## src/hdl/bpq_ram.sv

```systemverilog
// Generic single-write, single-read RAM with registered read data.
module bpq_ram #(
  parameter int unsigned WIDTH = 8,
  parameter int unsigned DEPTH = 16
) (
  input  logic                                     clk,
  input  logic                                     wr_en,
  input  logic [(DEPTH > 1 ? $clog2(DEPTH) : 1)-1:0] wr_addr,
  input  logic [WIDTH-1:0]                         wr_data,
  input  logic [(DEPTH > 1 ? $clog2(DEPTH) : 1)-1:0] rd_addr,
  output logic [WIDTH-1:0]                         rd_data
);

  logic [WIDTH-1:0] mem [DEPTH];
  logic [WIDTH-1:0] rd_data_r;

  // write port and registered read port
  always_ff @(posedge clk) begin
    if (wr_en) begin
      mem[wr_addr] <= wr_data;
    end
    rd_data_r <= mem[rd_addr];
  end

  assign rd_data = rd_data_r;

endmodule

```

## config.mk

```make
export PLATFORM = sky130hd
export DESIGN_NAME = bpq_ram
export DESIGN_NICKNAME = d
export VERILOG_FILES = /design/src/hdl/bpq_ram.sv
export SDC_FILE = /design/constraint.sdc
export NUM_CORES = 1
export LEC_CHECK = 0
export ABC_CLOCK_PERIOD_IN_PS = 3300
export BUFFER_PORTS_ARGS = -buffer_cell sky130_fd_sc_hd__clkbuf_2
export CAP_MARGIN = 10
export CORE_MARGIN = 2
export CORE_UTILIZATION = 45
export CTS_CLUSTER_SIZE = 28
export DETAILED_ROUTE_END_ITERATION = 8
export PLACE_DENSITY = 0.68
export SLEW_MARGIN = 20
export SYNTH_ARGS = -nofsm -noshare
export SYNTH_HDL_FRONTEND = slang
export SYNTH_SLANG_ARGS = --single-unit
```

## constraint.sdc

```tcl
create_clock -name clk -period 3.3 [get_ports clk]
set_input_delay 0.495 -clock clk [delete_from_list [all_inputs] [get_ports clk]]
set_output_delay 0.495 -clock clk [all_outputs]
set_load 0.05 [all_outputs]
```

Word-level counts from Yosys, hierarchy flattened

Memory sizes are Yosys's and may differ from the RTL's. A register that Yosys moved wholly into a read port is not among the register bits.
Cells that the tools add are included.

Flip-flop bits (word level): 0
Bits in writable memories: 128
Output and inout bits: 8
Memories: 1

Memories:

| name | depth | bits a word | rd ports | clocked after Yosys merged registers in | write ports | RTL line | RTL |
|---|---|---|---|---|---|---|---|
| mem  | 16    | 8           | 1        | 1                                       | 1           | 14       | `logic [WIDTH-1:0] mem [DEPTH];` |

Muxes and demuxes: 2

Operators with widths:

| cell              | number |
|---|---|
| 1-bit two-way mux | 2 |

Depth between registers and ports, before layout

Gate-level depths: netlist of the first run.

Depth in word-level cells: 2
Mapped depth: 5
Mapped depth without buffers: 3

Least setup slack after synthesis of the first run

No wires, ideal clock.

Kind: input-to-reg
From: input wr_addr[2] in the netlist's numbering
To: memory mem[0][0], enable pin
Library setup time: 0.383 ns
Arrival time: 1.605 ns
Required time: 2.917 ns
Slack: 1.312 ns
Stages: 2
Path buffers: 0
Path through: or3b_2 nor3_1

RTL lines:

| what            | RTL line | RTL |
|---|---|---|
| start, declared | 8        | `input logic [(DEPTH > 1 ? $clog2(DEPTH) : 1)-1:0] wr_addr,` |
| end, declared   | 14       |  |

No word-level cell before the write port.

==> run metrics, run 1 <==
largest net degree at the start of global routing=33; CTS H-tree lvls=4; Die W=111 microns; DP Wirelength=5740 microns; DIE HEIGHT=111 microns; sequential area share after synthesis=77.8%; Initial Util=45.7%; area occupied by multi-input gates=1060 sq um; Slew @ Worst Pin=0.973 ns; row cnt=39; Post-Syn Area=5150 sq um; via count=2326; Max Cap Viol=0; first-pass GRT wire length=14100 microns; Hold Path Stages=1; Final WS setup=1.46 ns; CTS Buf Count=17; Hold Path End=mem[11][0]$_DFFE_PP_; Slew HR=34.9%; layout cells sized above 1=28.1%; static leakage=2.03 nW; post-layout net count=286; Metal-1 WL=4050 microns; Critical Path, Cell by Cell=clkbuf_2 > buf_12 > mux4_1 > a22oi_1 > nand2_1; Area Overhead vs Synth=17.8%; Post-DRT Antenna Nets=0; yosys warns=0; most frequent cells in the layout=edfxtp_1, clkbuf_2, mux4_2; setup TNS=0 ns; clock tree root buffer cell=clkbuf_16; Synth area leaders=edfxtp_1, mux4_2, mux4_1, dfxtp_1, a22oi_1; crit-path max FO=18; Synth Area per Inst=22.5 sq um; R2R setup slack=1.92 ns; CORE AREA=11300 sq um; Seq. cell area=4000 sq um; Largest delay share family, worst path=buffers and inverters; RSZ-0062 raised after global routing=false; max-slew violation count=0; Yosys reg bits=136; Fill cells=848; Cells after Synth=229; io pins=26; port bufs=25; hold crit path type=in2reg; Power Dens Cells=691 nW/um^2; drt initial violations=147; met2 WL post-DR=4590 microns; worst r2r src=mem[1][3]$_DFFE_PP_; die footprint=12300 sq um; leading area contributor after synthesis=edfxtp_1; total stage count of the critical path=5; WP buf/inv=2; Worst R2R End=rd_data[3]$_DFF_P_; DR top layer=met4; WS Path Type=in2reg; Post-CTS Hold Buffers=0; diode count=0; setup bufs post-CTS=0; Syn Nets=247; status=finished, final reports clean; First-pass DRT Iterations=4; initial antenna violation count=0; r2r worst-path depth=3; vias in the first global route=2374; CP peak stage delay=0.57 ns; Sink Count=136; clk slew on worst S/H paths=0.06 ns; average wire per standard cell=21.8 microns; final setup fails=0; Max IR drop VDD=0.000394 V; gr usage total=16.3%; Max Buffers Root-to-Sink=2; WL met3=439 microns; CTS tree=yes; maximum clock rate=0.543 GHz; Hold Path Origin=wr_data[0]; Setup crit start kind=input pin; crit end category=register; worst-skew pair later-pin latency=0.41 ns; drc violations=0; clk_skew=0.00635 ns; gp weighted congestion=0.758; most common cell after layout, fill and taps aside=edfxtp_1; post-place setup slack=1.06 ns; DRT Wirelength=9250 microns; share of the synthesized area in the top cell type=74.7%; PostCTS Resize Cnt=0; Hold Vio Cnt, Final=0; Critical Path RT=3.60 ns; Worst EP arrival=2.14 ns; Final min period=1.84 ns; fin crit share=55.8%; Vias/cell=5.49; Yosys cell types=19; GRT overflow=0; CP max stage cell=mux4_1
[report_power, final]
part / switching (W) / internal [W]
Clock: 0.000678 / 0.00136
Sequential: 0.0000104 / 0.00193
Combinational: 0.000134 / 0.0000717
[cell families (layout without fill, tap and decap cells)]
kind of cell	Yosys count	count (layout)	synth area share, %
compound gates	16	16	2.33
buf+inv	10	62	1.68
flops	136	136	77.8
mux	32	32	15.0
simple gates	35	35	3.18
[state kept, by name, indices dropped and copies added, names as in the netlist]
register,flops
rd_data,8
mem,128
[layout make-up]
type	instances	area share [%]
Sequential cell	136	66.0
Multi-Input combinational cell	83	17.4
Clock buffer	20	7.37
Clock inverter	12	3.30
Tap cell	143	2.95
Timing Repair Buffer	30	2.89
[synthesized netlist by cell type]
| cell type | count |
|---|---|
| nand2_1 | 9 |
| or3b_2 | 1 |
| buf_6 | 3 |
| and2b_1 | 1 |
| nor3_1 | 4 |
| nand3_1 | 1 |
| and2_1 | 1 |
| mux4_2 | 18 |
| buf_2 | 3 |
| clkdlybuf4s25_2 | 3 |
| nand3b_1 | 2 |
| mux4_1 | 14 |
| edfxtp_1 | 128 |
| buf_4 | 1 |
| nand2b_1 | 2 |
| nor2_1 | 13 |
| nor2b_1 | 1 |
| dfxtp_1 | 8 |
| a22oi_1 | 16 |
[worst max-delay path by stage]
stage | to | start
after floorplan | mem[0][0]$_DFFE_PP_ | wr_addr[2]
after global placement | rd_data[0]$_DFF_P_ | rd_addr[0]
after detailed placement | mem[1][5]$_DFFE_PP_ | wr_addr[2]
after CTS | rd_data[0]$_DFF_P_ | rd_addr[0]
after global routing | rd_data[5]$_DFF_P_ | rd_addr[0]
final | rd_data[0]$_DFF_P_ | rd_addr[0]
[stage by stage]
| step | utilization, % | power, W | area (sq um) | hold slack, ns | cells |
|---|---|---|---|---|---|
| floorplan | - | 0.00211 | 5150 | 0.594 | 229 |
| global placement | 48.0 | 0.00218 | 5420 | 0.652 | 392 |
| detailed placement | 48.0 | 0.00219 | 5420 | 0.662 | 392 |
| CTS | 53.8 | 0.00421 | 6060 | 0.492 | 424 |
| global route | 53.8 | 0.00431 | 6060 | 0.523 | 424 |
| finish | 53.8 | 0.00419 | 6060 | 0.501 | 424 |
[metal layers]
layer / vias up / GRT usage, %
li1: 1053 / -
met1: 1188 / 21.9
met2: 71 / 25.0
met3: 14 / 4.21
met4: 0 / 8.08
met5: - / 0
(Power assumes the default switching activity.)
==> run 2, diff against run 1 <==
--- a/config.mk
+++ b/config.mk
@@ -5,7 +5,7 @@
 export SDC_FILE = /design/constraint.sdc
 export NUM_CORES = 1
 export LEC_CHECK = 0
-export ABC_CLOCK_PERIOD_IN_PS = 3300
+export ABC_CLOCK_PERIOD_IN_PS = 1900
 export BUFFER_PORTS_ARGS = -buffer_cell sky130_fd_sc_hd__clkbuf_2
 export CAP_MARGIN = 10
 export CORE_MARGIN = 2
==> constraint.sdc (replaced) <==
create_clock -name clk -period 1.9 [get_ports clk]
set_input_delay 0.285 -clock clk [delete_from_list [all_inputs] [get_ports clk]]
set_output_delay 0.285 -clock clk [all_outputs]
set_load 0.05 [all_outputs]
==> run 2 against run 1 <==
  * Sequential share of layout area is 0.70 points lower
  * Worst hold slack got worse by 0.20 ns
  * Non-clock buffer count increased by 16
  * Cell area rose by 1.1%
  * Clock skew shrank 0.00066 ns
  * Wire length rose by 1.2%
  * First-iteration DRC count rose by 37%
  * Critical path depth fell by 2
  * Core utilization up 0.58 points
  * Largest power group is now registers
==> run metrics, run 2 (synthesized netlist as in run 1, its figures left out) <==
CP peak stage delay=0.48 ns (-0.09 ns); Critical Path, Cell by Cell=mux4_2 > a22oi_1 > nand2_1; crit end category=register; crit-path max FO=1 (-17); worst r2r src=mem[3][6]$_DFFE_PP_; static leakage=2.11 nW (+3.6%); initial antenna violation count=0 (unchanged); sw frac=19.8% (+0.17 points); fin crit share=70.9%; CTS H-tree lvls=4 (unchanged); drt initial violations=201 (+37%); average wire per standard cell=21.3 microns (-2.5%); GRT overflow=0 (unchanged); Slew HR=72.8% (+38 points); row cnt=39 (unchanged); total stage count of the critical path=3 (-2); Hold Path Origin=wr_data[1]; worst-skew pair later-pin latency=0.40 ns (about the same); post-layout net count=302 (+5.6%); clk slew on worst S/H paths=0.05 ns (about the same); Area Overhead vs Synth=19.0%; PostCTS Resize Cnt=0 (unchanged); maximum clock rate=0.743 GHz; Max Cap Viol=0 (unchanged); Post-CTS Hold Buffers=0 (unchanged); Final WS setup=0.554 ns (-0.904 ns); Worst EP arrival=1.63 ns (-0.51 ns); First-pass DRT Iterations=4 (unchanged); Flop pwr share=49.3% (+2.9 points); via count=2415 (+3.8%); Final min period=1.35 ns; r2r worst-path depth=3 (unchanged); DP Wirelength=5860 microns (+2.1%); Vias/cell=5.49 (about the same); Clk pwr share=45.1% (-3.6 points); first-pass GRT wire length=14600 microns (+3.3%); Max IR drop VDD=0.000595 V (+51%); final setup fails=0 (unchanged); R2R setup slack=0.55 ns (-1.37 ns); most frequent cells in the layout=edfxtp_1, clkbuf_2, mux4_2, buf_4, clkbuf_16; CTS tree=yes; DIE HEIGHT=111 microns (unchanged); Hold Vio Cnt, Final=0 (unchanged); largest net degree at the start of global routing=33 (unchanged); Post-DRT Antenna Nets=0 (unchanged); Hold Path Stages=1 (unchanged); Setup crit start kind=register; drc violations=0 (unchanged); CP max stage cell=mux4_2; io pins=26 (unchanged); dpl cells=408 (+4.1%); CORE AREA=11300 sq um (unchanged); Worst R2R End=rd_data[6]$_DFF_P_; CTS Buf Count=17 (unchanged); gp weighted congestion=0.721 (-5.0%); gr usage total=16.5% (+0.20 points); Final Instance Count excl. Fillers=440 (+3.8%); max FFs per register=128 (unchanged); WP buf/inv=0 (-2); Power Dens Cells=1120 nW/um^2 (+62%); most common cell after layout, fill and taps aside=edfxtp_1; Initial Util=45.7% (unchanged); internal power=0.00548 W (+63%); vias in the first global route=2545 (+7.2%); combinational power share=5.5% (+0.6 points); layout cells sized above 1=31.3% (+3.2 points); Final Util=54.4% (+0.58 points); Psw=0.00136 W (+65%); DRT Wirelength=9370 microns (+1.2%); setup TNS=0 ns (unchanged); max-slew violation count=0 (unchanged); cell area after layout=6130 sq um (+1.1%); largest register by flop count=mem; RSZ-0062 raised after global routing=false; WS Path Type=reg2reg; Max Buffers Root-to-Sink=2 (unchanged); status=finished, final reports clean; Largest delay share family, worst path=multiplexers; Die W=111 microns (unchanged); Hold Path End=mem[15][1]$_DFFE_PP_; Critical Path RT=2.18 ns (-1.42 ns); setup bufs post-CTS=0 (unchanged); post-place setup slack=0.197 ns (-0.866 ns); Sink Count=136 (unchanged); Slew @ Worst Pin=0.408 ns (-0.565 ns); hold crit path type=in2reg; Fill cells=856 (+0.94%); clk_skew=0.00570 ns (-0.000658 ns); clock tree root buffer cell=clkbuf_16; diode count=0 (unchanged); port bufs=25 (unchanged); die footprint=12300 sq um (unchanged); Post-DP Area=5560 sq um (+2.7%)
run 2: area by class of cell:
cell class,instances,area (sq um),share of cell area (%)
Timing Repair Buffer,46,320,5.23
Sequential cell,136,4000,65.3
Clock inverter,9,98.8,1.61
Clock buffer,23,468,7.64
Multi-Input combinational cell,83,1060,17.3
Tap cell,143,179,2.92
run 2: worst max path at each step:
stage,start,to
2_1_floorplan,wr_addr[2],mem[0][0]$_DFFE_PP_
3_3_place_gp,rd_addr[0],rd_data[2]$_DFF_P_
3_5_place_dp,rd_addr[0],rd_data[5]$_DFF_P_
4_1_cts,rd_data[7]$_DFF_P_,rd_data[7]
5_1_grt,mem[2][6]$_DFFE_PP_,rd_data[6]$_DFF_P_
6_report,mem[3][6]$_DFFE_PP_,rd_data[6]$_DFF_P_
run 2: per-stage QoR:
stage               total power, W  hold slack, ns
detailed placement         0.00382           0.665
global route               0.00707           0.330
CTS                        0.00691           0.298
global placement           0.00381           0.651
finish                     0.00684           0.301
floorplan                  0.00367           0.384
run 2: routing by layer:
layer  routed length, microns  vias up  track usage, %
met3                      436        6            4.70
li1                         -     1088               -
met1                     4140     1255            22.3
met2                     4670       66            25.5
met5                        0        -               0
met4                      123        0            6.92
run 2: power by group through the flow:
stage	clock [W]	sequential (W)	combinational, W
floorplan	0	0.00350	0.000170
global placement	0	0.00343	0.000375
detailed placement	0	0.00344	0.000383
CTS	0.00315	0.00338	0.000385
global route	0.00328	0.00338	0.000408
finish	0.00309	0.00338	0.000377
